<file path="config.mk">
export PLATFORM = sky130hd
export DESIGN_NAME = cubic_spline_upsampler
export DESIGN_NICKNAME = d
export VERILOG_FILES = /design/src/rtl/core/csu_pkg.sv /design/src/rtl/core/csu_ctrl.sv /design/src/rtl/core/csu_datapath.sv /design/src/rtl/core/cubic_spline_upsampler.sv
export SDC_FILE = /design/constraint.sdc
export NUM_CORES = 2
export LEC_CHECK = 0
export BUFFER_PORTS_ARGS = -buffer_cell sky130_fd_sc_hd__buf_4
export CAP_MARGIN = 20
export CORE_MARGIN = 2
export CORE_UTILIZATION = 41
export CTS_BUF_LIST = sky130_fd_sc_hd__clkbuf_2 sky130_fd_sc_hd__clkbuf_4 sky130_fd_sc_hd__clkbuf_8
export DETAILED_ROUTE_END_ITERATION = 16
export GPL_TIMING_DRIVEN = 0
export PLACE_DENSITY = 0.59
export SETUP_SLACK_MARGIN = 0.3
export SLEW_MARGIN = 20
export SYNTH_ARGS = -nofsm -noshare
export SYNTH_HDL_FRONTEND = slang
export SYNTH_SLANG_ARGS = --single-unit
</file>
<file path="constraint.sdc">
create_clock -name clk_i -period 10.46 [get_ports clk_i]
set_input_delay 0.523 -clock clk_i [delete_from_list [all_inputs] [get_ports clk_i]]
set_output_delay 0.523 -clock clk_i [all_outputs]
set_load 0.03 [all_outputs]
</file>
<file path="src/rtl/core/csu_pkg.sv">
// Shared types, widths and phase-step tables for the cubic spline upsampler.
// Used by csu_ctrl, csu_datapath and cubic_spline_upsampler; no dependencies.
package csu_pkg;

  localparam int SampleW    = 16;
  localparam int SampleBits = 16;
  localparam int ValueW     = 25;
  localparam int FactorW    = 5;
  localparam int AW         = 19;
  localparam int BW         = 20;
  localparam int CW         = 17;
  localparam int TW         = 16;
  localparam int StepW      = 17;
  localparam int PW         = 37;
  localparam int QW         = 38;
  localparam int RW         = 55;

  localparam logic [FactorW-1:0] FactorReset = 5'd4;

  typedef struct packed {
    logic signed [SampleW-1:0] sample;
    logic                      last;
  } csu_in_t;

  typedef struct packed {
    logic signed [ValueW-1:0] value;
    logic                     last_out;
  } csu_out_t;

  typedef enum logic {
    WIN_INNER = 1'b0,
    WIN_TAIL  = 1'b1
  } csu_win_e;

  typedef struct packed {
    logic     accept;
    logic     load_coef;
    csu_win_e win;
    logic     issue;
    logic     final_pt;
    logic     clear_hist;
  } csu_cmd_t;

  typedef struct packed {
    logic advance;
    logic seen_ge1;
    logic seen_ge2;
    logic seg_end;
    logic factor_zero;
  } csu_stat_t;

  function automatic logic signed [SampleW-1:0] sample_ext(logic [SampleW-1:0] raw);
    logic signed [SampleW-1:0] sh;
    sh = raw << (SampleW - SampleBits);
    return sh >>> (SampleW - SampleBits);
  endfunction

  // floor(65536 / f)
  function automatic logic [StepW-1:0] phase_step(logic [FactorW-1:0] f);
    logic [StepW-1:0] s;
    case (f)
      5'd1:    s = 17'd65536;
      5'd2:    s = 17'd32768;
      5'd3:    s = 17'd21845;
      5'd4:    s = 17'd16384;
      5'd5:    s = 17'd13107;
      5'd6:    s = 17'd10922;
      5'd7:    s = 17'd9362;
      5'd8:    s = 17'd8192;
      5'd9:    s = 17'd7281;
      5'd10:   s = 17'd6553;
      5'd11:   s = 17'd5957;
      5'd12:   s = 17'd5461;
      5'd13:   s = 17'd5041;
      5'd14:   s = 17'd4681;
      5'd15:   s = 17'd4369;
      5'd16:   s = 17'd4096;
      5'd17:   s = 17'd3855;
      5'd18:   s = 17'd3640;
      5'd19:   s = 17'd3449;
      5'd20:   s = 17'd3276;
      5'd21:   s = 17'd3120;
      5'd22:   s = 17'd2978;
      5'd23:   s = 17'd2849;
      5'd24:   s = 17'd2730;
      5'd25:   s = 17'd2621;
      5'd26:   s = 17'd2520;
      5'd27:   s = 17'd2427;
      5'd28:   s = 17'd2340;
      5'd29:   s = 17'd2259;
      5'd30:   s = 17'd2184;
      5'd31:   s = 17'd2114;
      default: s = '0;
    endcase
    return s;
  endfunction

  // 65536 mod f
  function automatic logic [FactorW-1:0] phase_rem(logic [FactorW-1:0] f);
    logic [FactorW-1:0] r;
    case (f)
      5'd3, 5'd5, 5'd15, 5'd17:                  r = 5'd1;
      5'd7, 5'd14, 5'd31:                        r = 5'd2;
      5'd13:                                     r = 5'd3;
      5'd6, 5'd12:                               r = 5'd4;
      5'd19:                                     r = 5'd5;
      5'd10:                                     r = 5'd6;
      5'd9, 5'd27:                               r = 5'd7;
      5'd11, 5'd23:                              r = 5'd9;
      5'd25:                                     r = 5'd11;
      5'd18, 5'd20, 5'd21, 5'd24, 5'd26, 5'd28, 5'd30: r = 5'd16;
      5'd22:                                     r = 5'd20;
      5'd29:                                     r = 5'd25;
      default:                                   r = '0;
    endcase
    return r;
  endfunction

endpackage

</file>
<file path="src/rtl/core/csu_ctrl.sv">
// Controller for the cubic spline upsampler: sequences segments and the final point.
// Depends on csu_pkg; drives csu_datapath through csu_cmd_t, reads csu_stat_t.
module csu_ctrl import csu_pkg::*; (
  input  logic      clk_i,
  input  logic      rst_ni,
  input  logic      in_valid_i,
  input  logic      in_last_i,
  output logic      in_stall_o,
  input  csu_stat_t stat_i,
  output csu_cmd_t  cmd_o
);

  typedef enum logic [3:0] {
    ST_IDLE  = 4'b0001,
    ST_RUN1  = 4'b0010,
    ST_RUN2  = 4'b0100,
    ST_FINAL = 4'b1000
  } csu_state_e;

  csu_state_e state_q, state_d;
  logic       last_q;
  logic       seg_inner;
  logic       seg_tail;

  assign in_stall_o = (state_q != ST_IDLE);
  assign seg_inner  = stat_i.seen_ge2 && !stat_i.factor_zero;
  assign seg_tail   = in_last_i && stat_i.seen_ge1 && !stat_i.factor_zero;

  always_comb begin
    state_d = state_q;
    cmd_o   = '0;
    cmd_o.win = WIN_INNER;
    case (state_q)
      ST_IDLE: begin
        cmd_o.accept = in_valid_i;
        if (in_valid_i) begin
          if (seg_inner) begin
            cmd_o.load_coef = 1'b1;
            cmd_o.win       = WIN_INNER;
            state_d         = ST_RUN1;
          end else if (seg_tail) begin
            cmd_o.load_coef = 1'b1;
            cmd_o.win       = WIN_TAIL;
            state_d         = ST_RUN2;
          end else if (in_last_i) begin
            state_d = ST_FINAL;
          end
        end
      end
      ST_RUN1: begin
        cmd_o.issue = stat_i.advance;
        if (stat_i.advance && stat_i.seg_end) begin
          if (last_q) begin
            cmd_o.load_coef = 1'b1;
            cmd_o.win       = WIN_TAIL;
            state_d         = ST_RUN2;
          end else begin
            state_d = ST_IDLE;
          end
        end
      end
      ST_RUN2: begin
        cmd_o.issue = stat_i.advance;
        if (stat_i.advance && stat_i.seg_end) begin
          state_d = ST_FINAL;
        end
      end
      ST_FINAL: begin
        cmd_o.final_pt   = stat_i.advance;
        cmd_o.clear_hist = stat_i.advance;
        if (stat_i.advance) begin
          state_d = ST_IDLE;
        end
      end
      default: state_d = ST_IDLE;
    endcase
  end

  always_ff @(posedge clk_i or negedge rst_ni) begin
    if (!rst_ni) begin
      state_q <= ST_IDLE;
      last_q  <= 1'b0;
    end else begin
      state_q <= state_d;
      if (cmd_o.accept) begin
        last_q <= in_last_i;
      end
    end
  end

`ifndef SYNTHESIS
  a_run_needs_factor: assert property (@(posedge clk_i) disable iff (!rst_ni)
    (state_q == ST_RUN1 || state_q == ST_RUN2) |-> !stat_i.factor_zero)
    else $error("segment running with zero factor");

  a_tail_only_on_last: assert property (@(posedge clk_i) disable iff (!rst_ni)
    (state_q == ST_RUN2) |-> last_q)
    else $error("tail segment without last word");

  a_single_goes_final: assert property (@(posedge clk_i) disable iff (!rst_ni)
    (cmd_o.accept && in_last_i && !stat_i.seen_ge1) |=> (state_q == ST_FINAL))
    else $error("single-sample block did not go to final point");
`endif

endmodule

</file>
<file path="src/rtl/core/csu_datapath.sv">
// Datapath of the cubic spline upsampler: history, coefficients, phase stepper,
// four-stage multiply pipeline and output register. Depends on csu_pkg.
module csu_datapath import csu_pkg::*; (
  input  logic               clk_i,
  input  logic               rst_ni,
  input  logic               cfg_we_i,
  input  logic [FactorW-1:0] cfg_wdata_i,
  input  csu_in_t            in_word_i,
  input  csu_cmd_t           cmd_i,
  output csu_stat_t          stat_o,
  output logic               out_valid_o,
  input  logic               out_stall_i,
  output csu_out_t           out_word_o
);

  logic [FactorW-1:0]        factor_q;
  logic signed [SampleW-1:0] h0_q, h1_q, h2_q;
  logic [1:0]                seen_q;
  logic signed [SampleW-1:0] s_q;
  logic signed [SampleW-1:0] s_in;
  logic signed [SampleW-1:0] s_cur;

  logic signed [SampleW-1:0] y0, y1, y2, y3;
  logic signed [BW-1:0]      e0, e1, e2, e3;
  logic signed [BW-1:0]      a_full, b_full, c_full;

  logic signed [AW-1:0]      a_q;
  logic signed [BW-1:0]      b_q;
  logic signed [CW-1:0]      c_q;
  logic signed [SampleW-1:0] yc_q;

  logic [StepW-1:0]          t_q, t_d;
  logic [FactorW-1:0]        rem_q, rem_d;
  logic [FactorW-1:0]        j_q;
  logic [FactorW:0]          rem_sum;
  logic                      wrap;

  logic                      advance;

  logic                      s1_valid_q, s1_last_q;
  logic [TW-1:0]             s1_t_q;
  logic signed [AW-1:0]      s1_a_q;
  logic signed [BW-1:0]      s1_b_q;
  logic signed [CW-1:0]      s1_c_q;
  logic signed [SampleW-1:0] s1_y_q;

  logic                      s2_valid_q, s2_last_q;
  logic [TW-1:0]             s2_t_q;
  logic signed [PW-1:0]      s2_p_q, p_d;
  logic signed [CW-1:0]      s2_c_q;
  logic signed [SampleW-1:0] s2_y_q;

  logic                      s3_valid_q, s3_last_q;
  logic [TW-1:0]             s3_t_q;
  logic signed [QW-1:0]      s3_q_q, q_d;
  logic signed [SampleW-1:0] s3_y_q;

  logic                      s4_valid_q, s4_last_q;
  logic signed [RW-1:0]      s4_r_q, r_d;
  logic signed [SampleW-1:0] s4_y_q;

  logic                      out_valid_q;
  csu_out_t                  out_word_q, out_word_d;

  logic signed [35:0]        at_prod;
  logic signed [35:0]        b_shift;
  logic signed [53:0]        pt_prod;
  logic signed [QW-1:0]      pt_hi;
  logic signed [32:0]        c_shift;
  logic signed [RW-1:0]      r_round;
  logic signed [29:0]        r_hi;
  logic signed [23:0]        y_base;
  logic signed [31:0]        sum;

  localparam logic signed [RW-1:0] RoundC = 55'sd16777216;

  assign s_in  = sample_ext(in_word_i.sample);
  assign s_cur = cmd_i.accept ? s_in : s_q;

  always_comb begin
    if (cmd_i.win == WIN_TAIL) begin
      y0 = (seen_q >= 2'd2) ? h1_q : h0_q;
      y1 = h0_q;
      y2 = s_cur;
      y3 = s_cur;
    end else begin
      y0 = (seen_q == 2'd3) ? h2_q : h1_q;
      y1 = h1_q;
      y2 = h0_q;
      y3 = s_cur;
    end
  end

  assign e0 = BW'(y0);
  assign e1 = BW'(y1);
  assign e2 = BW'(y2);
  assign e3 = BW'(y3);
  assign a_full = -e0 + (e1 <<< 1) + e1 - ((e2 <<< 1) + e2) + e3;
  assign b_full = (e0 <<< 1) - ((e1 <<< 2) + e1) + (e2 <<< 2) - e3;
  assign c_full = e2 - e0;

  assign advance = !out_valid_q || !out_stall_i;

  assign rem_sum = {1'b0, rem_q} + {1'b0, phase_rem(factor_q)};
  assign wrap    = (rem_sum >= {1'b0, factor_q});
  assign rem_d   = wrap ? FactorW'(rem_sum - {1'b0, factor_q}) : rem_sum[FactorW-1:0];
  assign t_d     = t_q + phase_step(factor_q) + StepW'(wrap);

  assign stat_o.advance     = advance;
  assign stat_o.seen_ge1    = (seen_q != 2'd0);
  assign stat_o.seen_ge2    = (seen_q >= 2'd2);
  assign stat_o.seg_end     = (j_q == factor_q - 5'd1);
  assign stat_o.factor_zero = (factor_q == '0);

  always_ff @(posedge clk_i or negedge rst_ni) begin
    if (!rst_ni) begin
      factor_q <= FactorReset;
    end else if (cfg_we_i) begin
      factor_q <= cfg_wdata_i;
    end
  end

  always_ff @(posedge clk_i or negedge rst_ni) begin
    if (!rst_ni) begin
      h0_q   <= '0;
      h1_q   <= '0;
      h2_q   <= '0;
      seen_q <= '0;
    end else if (cmd_i.clear_hist) begin
      h0_q   <= '0;
      h1_q   <= '0;
      h2_q   <= '0;
      seen_q <= '0;
    end else if (cmd_i.accept && !in_word_i.last) begin
      h0_q <= s_in;
      h1_q <= h0_q;
      h2_q <= h1_q;
      if (seen_q != 2'd3) begin
        seen_q <= seen_q + 2'd1;
      end
    end
  end

  always_ff @(posedge clk_i) begin
    if (cmd_i.accept) begin
      s_q <= s_in;
    end
    if (cmd_i.load_coef) begin
      a_q  <= a_full[AW-1:0];
      b_q  <= b_full;
      c_q  <= c_full[CW-1:0];
      yc_q <= y1;
    end
  end

  always_ff @(posedge clk_i or negedge rst_ni) begin
    if (!rst_ni) begin
      t_q   <= '0;
      rem_q <= '0;
      j_q   <= '0;
    end else if (cmd_i.load_coef) begin
      t_q   <= '0;
      rem_q <= '0;
      j_q   <= '0;
    end else if (cmd_i.issue) begin
      t_q   <= t_d;
      rem_q <= rem_d;
      j_q   <= j_q + 5'd1;
    end
  end

  assign at_prod = 36'(s1_a_q) * 36'($signed({1'b0, s1_t_q}));
  assign b_shift = {s1_b_q, 16'h0000};
  assign p_d     = PW'(at_prod) + PW'(b_shift);

  assign pt_prod = 54'(s2_p_q) * 54'($signed({1'b0, s2_t_q}));
  assign pt_hi   = pt_prod[53:16];
  assign c_shift = {s2_c_q, 16'h0000};
  assign q_d     = pt_hi + QW'(c_shift);

  assign r_d     = RW'(s3_q_q) * RW'($signed({1'b0, s3_t_q}));

  assign r_round = s4_r_q + RoundC;
  assign r_hi    = r_round[RW-1:25];
  assign y_base  = {s4_y_q, 8'h00};
  assign sum     = 32'(r_hi) + 32'(y_base);

  always_comb begin
    out_word_d.last_out = s4_last_q;
    if (sum[31:24] != {8{sum[31]}}) begin
      out_word_d.value = sum[31] ? {1'b1, 24'h000000} : {1'b0, 24'hFFFFFF};
    end else begin
      out_word_d.value = sum[ValueW-1:0];
    end
  end

  always_ff @(posedge clk_i or negedge rst_ni) begin
    if (!rst_ni) begin
      s1_valid_q  <= 1'b0;
      s2_valid_q  <= 1'b0;
      s3_valid_q  <= 1'b0;
      s4_valid_q  <= 1'b0;
      out_valid_q <= 1'b0;
    end else if (advance) begin
      s1_valid_q  <= cmd_i.issue || cmd_i.final_pt;
      s2_valid_q  <= s1_valid_q;
      s3_valid_q  <= s2_valid_q;
      s4_valid_q  <= s3_valid_q;
      out_valid_q <= s4_valid_q;
    end
  end

  always_ff @(posedge clk_i) begin
    if (advance) begin
      if (cmd_i.final_pt) begin
        s1_t_q    <= '0;
        s1_a_q    <= '0;
        s1_b_q    <= '0;
        s1_c_q    <= '0;
        s1_y_q    <= s_q;
        s1_last_q <= 1'b1;
      end else begin
        s1_t_q    <= t_q[TW-1:0];
        s1_a_q    <= a_q;
        s1_b_q    <= b_q;
        s1_c_q    <= c_q;
        s1_y_q    <= yc_q;
        s1_last_q <= 1'b0;
      end
      s2_t_q     <= s1_t_q;
      s2_p_q     <= p_d;
      s2_c_q     <= s1_c_q;
      s2_y_q     <= s1_y_q;
      s2_last_q  <= s1_last_q;
      s3_t_q     <= s2_t_q;
      s3_q_q     <= q_d;
      s3_y_q     <= s2_y_q;
      s3_last_q  <= s2_last_q;
      s4_r_q     <= r_d;
      s4_y_q     <= s3_y_q;
      s4_last_q  <= s3_last_q;
      out_word_q <= out_word_d;
    end
  end

  assign out_valid_o = out_valid_q;
  assign out_word_o  = out_word_q;

`ifndef SYNTHESIS
  a_rem_in_range: assert property (@(posedge clk_i) disable iff (!rst_ni)
    cmd_i.issue |-> (rem_q < factor_q))
    else $error("phase remainder out of range");

  a_phase_rises: assert property (@(posedge clk_i) disable iff (!rst_ni)
    (cmd_i.issue && !stat_o.seg_end) |=> (t_q > $past(t_q)))
    else $error("phase did not advance");

  a_block_clears: assert property (@(posedge clk_i) disable iff (!rst_ni)
    cmd_i.final_pt |=> (seen_q == 2'd0 && h0_q == '0 && h1_q == '0))
    else $error("history not cleared after final point");
`endif

endmodule

</file>
<file path="src/rtl/core/cubic_spline_upsampler.sv">
// Top level of the Catmull-Rom cubic upsampler.
// Depends on csu_pkg, csu_ctrl and csu_datapath.
//
// Usage:
//   Input words (sample, last) enter on in_valid_i / in_stall_o; a word is taken
//   at a clock edge with in_valid_i high and in_stall_o low. Results leave on
//   out_valid_o / out_stall_i as (value, last_out), value in signed Q.8.
//   The points-per-segment factor is written through cfg_we_i / cfg_wdata_i while idle.
// Throughput:
//   The controller issues one interpolated point per cycle, unless a stalled output word
//   holds it, into a four-stage multiply pipeline. An inner sample is accepted and then
//   its segment of factor points is issued; the last sample also brings a tail and final point.
//   Input is stalled while the controller issues points of a segment.
// Pipeline order:
//   Accepting a sample registers its coefficients; each point then passes s1 to s4 and
//   the output register, and the final sample of a block follows its segments.
// Reset and back-pressure:
//   Reset clears history, sample count and pipeline; factor returns to 4.
//   While out_stall_i is high and an output word is valid, the pipeline and the issue of points hold.
module cubic_spline_upsampler import csu_pkg::*; (
  input  logic               clk_i,
  input  logic               rst_ni,
  input  logic               cfg_we_i,
  input  logic [FactorW-1:0] cfg_wdata_i,
  input  logic               in_valid_i,
  output logic               in_stall_o,
  input  csu_in_t            in_word_i,
  output logic               out_valid_o,
  input  logic               out_stall_i,
  output csu_out_t           out_word_o
);

  csu_cmd_t  cmd;
  csu_stat_t stat;

  csu_ctrl u_ctrl (
    .clk_i      (clk_i),
    .rst_ni     (rst_ni),
    .in_valid_i (in_valid_i),
    .in_last_i  (in_word_i.last),
    .in_stall_o (in_stall_o),
    .stat_i     (stat),
    .cmd_o      (cmd)
  );

  csu_datapath u_datapath (
    .clk_i       (clk_i),
    .rst_ni      (rst_ni),
    .cfg_we_i    (cfg_we_i),
    .cfg_wdata_i (cfg_wdata_i),
    .in_word_i   (in_word_i),
    .cmd_i       (cmd),
    .stat_o      (stat),
    .out_valid_o (out_valid_o),
    .out_stall_i (out_stall_i),
    .out_word_o  (out_word_o)
  );

endmodule

</file>
# Word level (Yosys, flattened, before mapping)
# Memory sizes are Yosys's and may differ from the RTL's.
# Index checks and enable logic that the tools add are counted.
[word_totals]
ff_bits = 525
latch_bits = 0
input_bits = 27
romBits = 704
n_memories = 2
out_inout_bits = 28
mem_bits_rw = 0
wordCells = 146
[classes]
n_shift = 0
div = 0
eq_ne = 14
n_addsub = 22
n_reduce_logical = 19
bitwise_logic = 0
multipliers = 3
mux = 44
magnitude_cmp = 2
[mem_list]
columns = ["name", "depth", "width", "read_ports", "rd_ports_with_merged_regs", "wr", "line_no", "rtl"]
rows = [
  ["(name not given)", 32, 17, 1, 0, 0, "csu_pkg.sv:61", "case (f)"],
  ["(name not given)", 32, 5, 1, 0, 0, "csu_pkg.sv:101", "case (f)"],
]
[ops]
columns = ["cell", "count"]
rows = [
  ["two-way mux 16 bit", 13],
  ["adder 55 x 26 -> 55 bit, second input constant", 1],
  ["multiplier 38 x 17 -> 55 bit", 1],
  ["multiplier 37 x 17 -> 54 bit", 1],
  ["two-way mux 25 bit", 2],
  ["adder 19 x 16 -> 19 bit", 2],
  ["adder 38 x 33 -> 38 bit", 1],
  ["adder 36 x 36 -> 37 bit", 1],
  ["multiplier 19 x 17 -> 36 bit", 1],
  ["two-way mux 17 bit", 2],
  ["adder 30 x 24 -> 31 bit", 1],
  ["two-way mux 4 bit", 7],
  ["two-way mux 5 bit", 5],
  ["adder 20 x 18 -> 20 bit", 1],
  ["subtractor 17 x 19 -> 20 bit", 1],
  ["subtractor 20 x 16 -> 20 bit", 1],
  ["adder 18 x 16 -> 19 bit", 1],
  ["adder 19 x 17 -> 19 bit", 1],
  ["negator 16 -> 19 bit", 1],
  ["subtractor 19 bit", 1],
  ["adder 17 x 16 -> 18 bit", 1],
  ["two-way mux 2 bit", 9],
  ["adder 17 x 1 -> 17 bit", 1],
  ["adder 17 bit", 1],
  ["31 further kinds", 47],
]

# Depth between registers and ports, before layout
[logic_depth]
depth_word = 13
mapped_depth = 39
ltp_nobuf = 37

# Modules after synthesis
# A second synthesis with hierarchy kept.
[unflattened]
hier_cells = 8029
hier_area_um2 = 78844.4
[by_module_without_submodules]
columns = ["module", "area_per_inst_um2", "seq_area_each_um2", "instances", "cells_per_inst"]
rows = [
  ["csu_datapath", 78424.0, 14274.9, 1, 7984],
  ["csu_ctrl", 420.4, 126.4, 1, 45],
]

# Worst setup path after synthesis
# Ideal clock, no wire load.
[synth_path]
kind = "flip-flop to flip-flop"
from = "register u_datapath.out_valid_q (netlist: u_datapath.out_valid_o)"
to = "register u_datapath.a_q[17], data pin"
arrival_time_ns = 11.230
synth_period_minus_slack_ns = 11.491
path_stages_with_launch = 34
setup_slack_ns = -1.031
setup_time_ns = 0.261
n_path_buf = 3
t_required_ns = 10.199
cell_sequence = "dfrtp_1 > and2_1 > buf_2 > inv_2 > and4_1 > nand4_1 > nand2_1 > buf_2 > buf_1 > nor2_1 > nor2_1 > ha_1 > inv_1 > fa_1 > inv_1 > a21oi_1 > o21ai_0 > nor3_1 > a211o_1 > a21oi_1 > o21ai_1 > a21oi_1 > o41ai_2 > mux2i_1 > a2111oi_0 > fa_1 > inv_1 > fa_1 > fa_1 > inv_1 > ha_1 > and3_1 > a31o_2 > a311o_1"
[synth_between]
elab_chain_len = 11
word_cells_on_any_way = 14
classes_between = "add/sub (6); mux (5); reduce/logical (3)"
[synth_rtl]
columns = ["element", "line_no", "rtl"]
rows = [
  ["start: declaration", "csu_datapath.sv:62", "logic out_valid_q;"],
  ["start signal: assignment", "csu_datapath.sv:209", "out_valid_q <= s4_valid_q;"],
  ["logical NOT 1 bit (*)", "csu_datapath.sv:102", "assign advance = !out_valid_q || !out_stall_i;"],
  ["logical OR 1 bit (*)", "csu_datapath.sv:102", ""],
  ["named net u_datapath.advance", "csu_datapath.sv:38", "logic advance;"],
  ["logical AND 1 bit (*)", "csu_ctrl.sv:52", "if (stat_i.advance && stat_i.seg_end) begin"],
  ["two-way mux 2 bit (*)", "csu_ctrl.sv:52", ""],
  ["case mux 2 bit (2 select lines) (*)", "csu_ctrl.sv:33", "case (state_q)"],
  ["two-way mux 16 bit", "csu_datapath.sv:81", "if (cmd_i.win == WIN_TAIL) begin"],
  ["negator 16 -> 19 bit", "csu_datapath.sv:98", "assign a_full = -e0 + (e1 <<< 1) + e1 - ((e2 <<< 1) + e2) + e3;"],
  ["adder 19 x 17 -> 19 bit", "csu_datapath.sv:98", ""],
  ["adder 19 x 16 -> 19 bit", "csu_datapath.sv:98", ""],
  ["subtractor 19 bit (*)", "csu_datapath.sv:98", ""],
  ["adder 19 x 16 -> 19 bit (*)", "csu_datapath.sv:98", ""],
  ["named net u_datapath.a_full[17]", "csu_datapath.sv:25", "logic signed [BW-1:0] a_full, b_full, c_full;"],
  ["end signal: assignment", "csu_datapath.sv:149", "a_q <= a_full[AW-1:0];"],
  ["end: declaration", "csu_datapath.sv:27", "logic signed [AW-1:0] a_q;"],
]
# Mark *: on every way through the listed nets, which the timed path passes. The rest lies on a longest branch.
# A chain may end at the register's enable or synchronous reset.

# Worst setup path in the final report
[layout_path]
from = "register u_datapath.s2_t_q[1]"
to = "register u_datapath.s3_q_q[37], data pin"
[layout_between]
elab_chain_len = 2
[layout_rtl]
columns = ["element", "line_no", "rtl"]
rows = [
  ["start: declaration", "csu_datapath.sv:48", "logic [TW-1:0] s2_t_q;"],
  ["start signal: assignment", "csu_datapath.sv:230", "s2_t_q <= s1_t_q;"],
  ["multiplier 37 x 17 -> 54 bit", "csu_datapath.sv:176", "assign pt_prod = 54'(s2_p_q) * 54'($signed({1'b0, s2_t_q}));"],
  ["adder 38 x 33 -> 38 bit", "csu_datapath.sv:179", "assign q_d = pt_hi + QW'(c_shift);"],
  ["named net u_datapath.q_d[37]", "csu_datapath.sv:55", "logic signed [QW-1:0] s3_q_q, q_d;"],
  ["end signal: assignment", "csu_datapath.sv:236", "s3_q_q <= q_d;"],
  ["end: declaration", "csu_datapath.sv:55", ""],
]
# The timed path passes the listed nets, and every way through them passes these cells.

==> out/results.txt <==
Reg clk slew, reported paths -> 0.07 ns
Worst Max-Slew Pin Slew -> 1.109 ns
Seq cells post-synth -> 500
Worst-path maximum fanout -> 10
Hold depth -> 2
Crit path kind -> reg -> reg
Prevailing post-synth register cell -> edfxtp_1
Top Ports -> 55
Layout cells sized above 1 -> 0.04148
Post-synthesis cell count -> 8275
Gpl congestion -> 0.9320
Die width -> 445.3 um
CP Launch Type -> flop
WP data arrival -> 10.31 ns
Row count -> 161
Sink Count -> 500
RSZ-0062 raised after global routing -> false
Initial DRC count -> 4148
Max Cap Violations -> 0
Status -> complete, no violations
Area Growth Syn to Fin -> 7.589%
TritonRoute pass-1 iters -> 6
Via count -> 56220
Fin crit share -> 0.9354
Fmax achieved -> 0.1022 GHz
Post-route antenna net violation count -> 0
CTS tree -> done
Num CTS Buffers -> 91
Synth Net Count -> 10390
Root buffer cell -> clkbuf_8
Global-route wire length before repair -> 342400 um
Initial antenna violation count -> 3
Critical Path RT -> 10.99 ns
CP Capture Type -> flop
Synth Area in Compound Gates -> 0.05952
Top cells by count, synth -> 1873 x inv_1, 1578 x fa_1, 1285 x nand2_1
Avg WL per Cell -> 19.29 um
Share of the synthesized area in the top cell type -> 0.3956
Starting density of the core -> 0.4138
Mapped Area -> 0.07986 mm2
Min-delay src -> cfg_we_i
Post-route setup TNS -> 0 ns
Fin util -> 0.4452
Final Hold Vio Count -> 0
Worst-Skew Late Latency -> 0.81 ns
Largest area contributor in the netlist -> fa_1
Post-place setup slack -> -0.3207 ns
Relative slew margins -> 0.2606
Min-Delay Endpoint -> u_datapath.factor_q[4]$_DFFE_PN0P_
Skew final -> 0.06901 ns
Post-synth cell types -> 101
Remaining global-route overflow -> 0
Count leader, synth -> inv_1
Worst min-delay path class -> in -> reg
R2R Path End -> u_datapath.s3_q_q[37]$_DFFE_PN_
Path depth of the worst reg2reg path -> 32
Gr usage total -> 0.2224
Synth Area in Adders -> 0.4754
Mux cell area share after synthesis -> 0.006298
Post-synth EDFFs -> 393
Final setup viols -> 0
Die outline area -> 0.1983 mm2
Flop2flop setup slack -> 0.68 ns
Top delay family on crit path -> compound AO/OA/AOI/OAI gates
Crit path time final -> 9.785 ns
Simple-Gate Fraction of Synth Area -> 0.1439
WP buf/inv -> 3
Max H-tree Level -> 3
Max stage delay on crit path -> 0.67 ns
Reg-to-Reg Start -> u_datapath.s2_t_q[1]$_DFFE_PN_
Final net count -> 10580
Port buffer count -> 52
Remaining DRCs -> 0
Slowest cell on crit path -> clkbuf_1
Core Region -> 0.1930 mm2
Number of global-route vias before repair -> 60460
Setup WS post-layout -> 0.6753 ns
Average cell area after synthesis -> 9.651 um2
Post-synth ARST share -> 0.1820
Ys Warns -> 0
Worst path most repeated cell -> fa_1
Final Max Slew Viols -> 0
Routed WL -> 213400 um
XOR/XNOR share of the synthesized area -> 0.03000
Die Y -> 445.3 um
Largest net degree at the start of global routing -> 169
Synth top area cells -> fa_1 40%, edfxtp_1 15%, inv_1 8.8%
Post-synthesis sequential area ratio -> 0.1803
Clk buf depth -> 3
DP HPWL -> 177300 um
Vias/cell -> 5.082
Main combinational cell family by area after synthesis -> adder cells
routing by layer:
| layer | GRT usage | routed length [um] | vias up |
|---|---|---|---|
| met4 | 0.06446 | 7045 | 4 |
| met3 | 0.03279 | 13220 | 336 |
| met1 | 0.3023 | 91900 | 28770 |
| met5 | 0 | 22 | - |
| li1 | - | - | 25430 |
| met2 | 0.3694 | 101200 | 1679 |
sequential cells by signal, summed over array words and instances, names as in the netlist, 17 cells and up:
name and flops:
u_datapath.out_word_o 26, u_datapath.s2_p_q 37, u_datapath.s1_b_q 20, u_datapath.a_q 19, u_datapath.s3_q_q 38, u_datapath.s1_c_q 17, u_datapath.b_q 20, u_datapath.s2_c_q 17
u_datapath.s4_r_q 31, u_datapath.s1_a_q 19, u_datapath.c_q 17
logic make-up after synthesis:
kind of cell | count (synthesis)
DFF | 500
muxes | 49
and+or+nand+nor | 2432
xor gates and xnor gates | 272
buffers and inverters | 2209
adders and majority gates | 2088
AOI/OAI and AO/OA | 725
cells in the final DEF (no fill, tap or decap), types with 14 or more instances in the layout:
cell           instances
a31oi_1               25
a21boi_0              14
a21oi_1              192
a211oi_1              19
ha_1                 506
inv_1               1872
xor2_1                72
dfxtp_1               16
nand2b_1              25
nand3_1               56
clkinv_1              20
and3_1                26
o21a_1                36
or3_1                 20
nand4_1               28
nor2_1               197
buf_2                 16
clkbuf_4              31
nor2b_1               35
fa_1                1578
o211ai_1              22
mux2i_1               43
o21ai_0              167
o22a_1                17
nand2_1             1283
nor3_1                50
clkbuf_8              92
edfxtp_1             393
dfrtp_1               89
xnor2_1              198
buf_4                 71
a21o_1                79
and2_1               663
clkbuf_2              44
buf_1                 17
clkinv_2              17
o21bai_1              25
dlygate4sd3_1         30
clkbuf_1             231
worst register-to-register path, delay by kind of cell (launching register included):
family | cells | cell delay (ns)
fa+ha+maj | 6 | 2.61
simple gates | 8 | 1.75
xor+xnor | 2 | 0.58
compound gates | 13 | 2.73
buf+inv | 3 | 1.37
flops | 1 | 0.52
area by class of cell:
class | count | area (um2)
clock buffer | 113 | 1424
clock inverter | 50 | 405.4
multi-input combinational | 5566 | 57180
buffer | 331 | 1423
antenna | 1 | 2.502
sequential | 500 | 14400
fill | 18680 | 107100
inverter | 1878 | 7072
tap | 2526 | 3161
timing repair buffer | 97 | 859.6
per-stage QoR:
stage	hold WS, ns	std cells	cell area, um2
after global placement	0.4006	10850	83420
after floorplan	0.2274	8275	79870
after global routing	0.1100	11060	85920
after detailed placement	0.4045	10860	83520
after CTS	0.006141	11050	85700
final	0.1238	11060	85920
timing repair:
item	CTS	global route
gates resized for setup	37	110
hold buffers	30	0
hold endpoints to repair	110	0
endpoints found under the setup margin	10	13
buffers inserted	0	11
pin swaps	0	3
worst max path at each step:
stage | cells after the start | startpoint | endpoint
after floorplan | 33 | u_datapath.out_valid_o$_DFFE_PN0N_ | u_datapath.a_q[17]$_DFFE_PP_
after global routing | 36 | u_datapath.s2_t_q[8]$_DFFE_PN_ | u_datapath.s3_q_q[37]$_DFFE_PN_
final | 32 | u_datapath.s2_t_q[1]$_DFFE_PN_ | u_datapath.s3_q_q[37]$_DFFE_PN_
after global placement | 36 | out_stall_i | u_datapath.a_q[18]$_DFFE_PP_
after CTS | 36 | u_datapath.s2_t_q[7]$_DFFE_PN_ | u_datapath.s3_q_q[37]$_DFFE_PN_
after detailed placement | 33 | u_datapath.s2_t_q[8]$_DFFE_PN_ | u_datapath.s3_q_q[37]$_DFFE_PN_
Power is left out: the tool's default activity adds up to more than one toggle a clock period on the data nets, which glitch-free logic cannot reach.
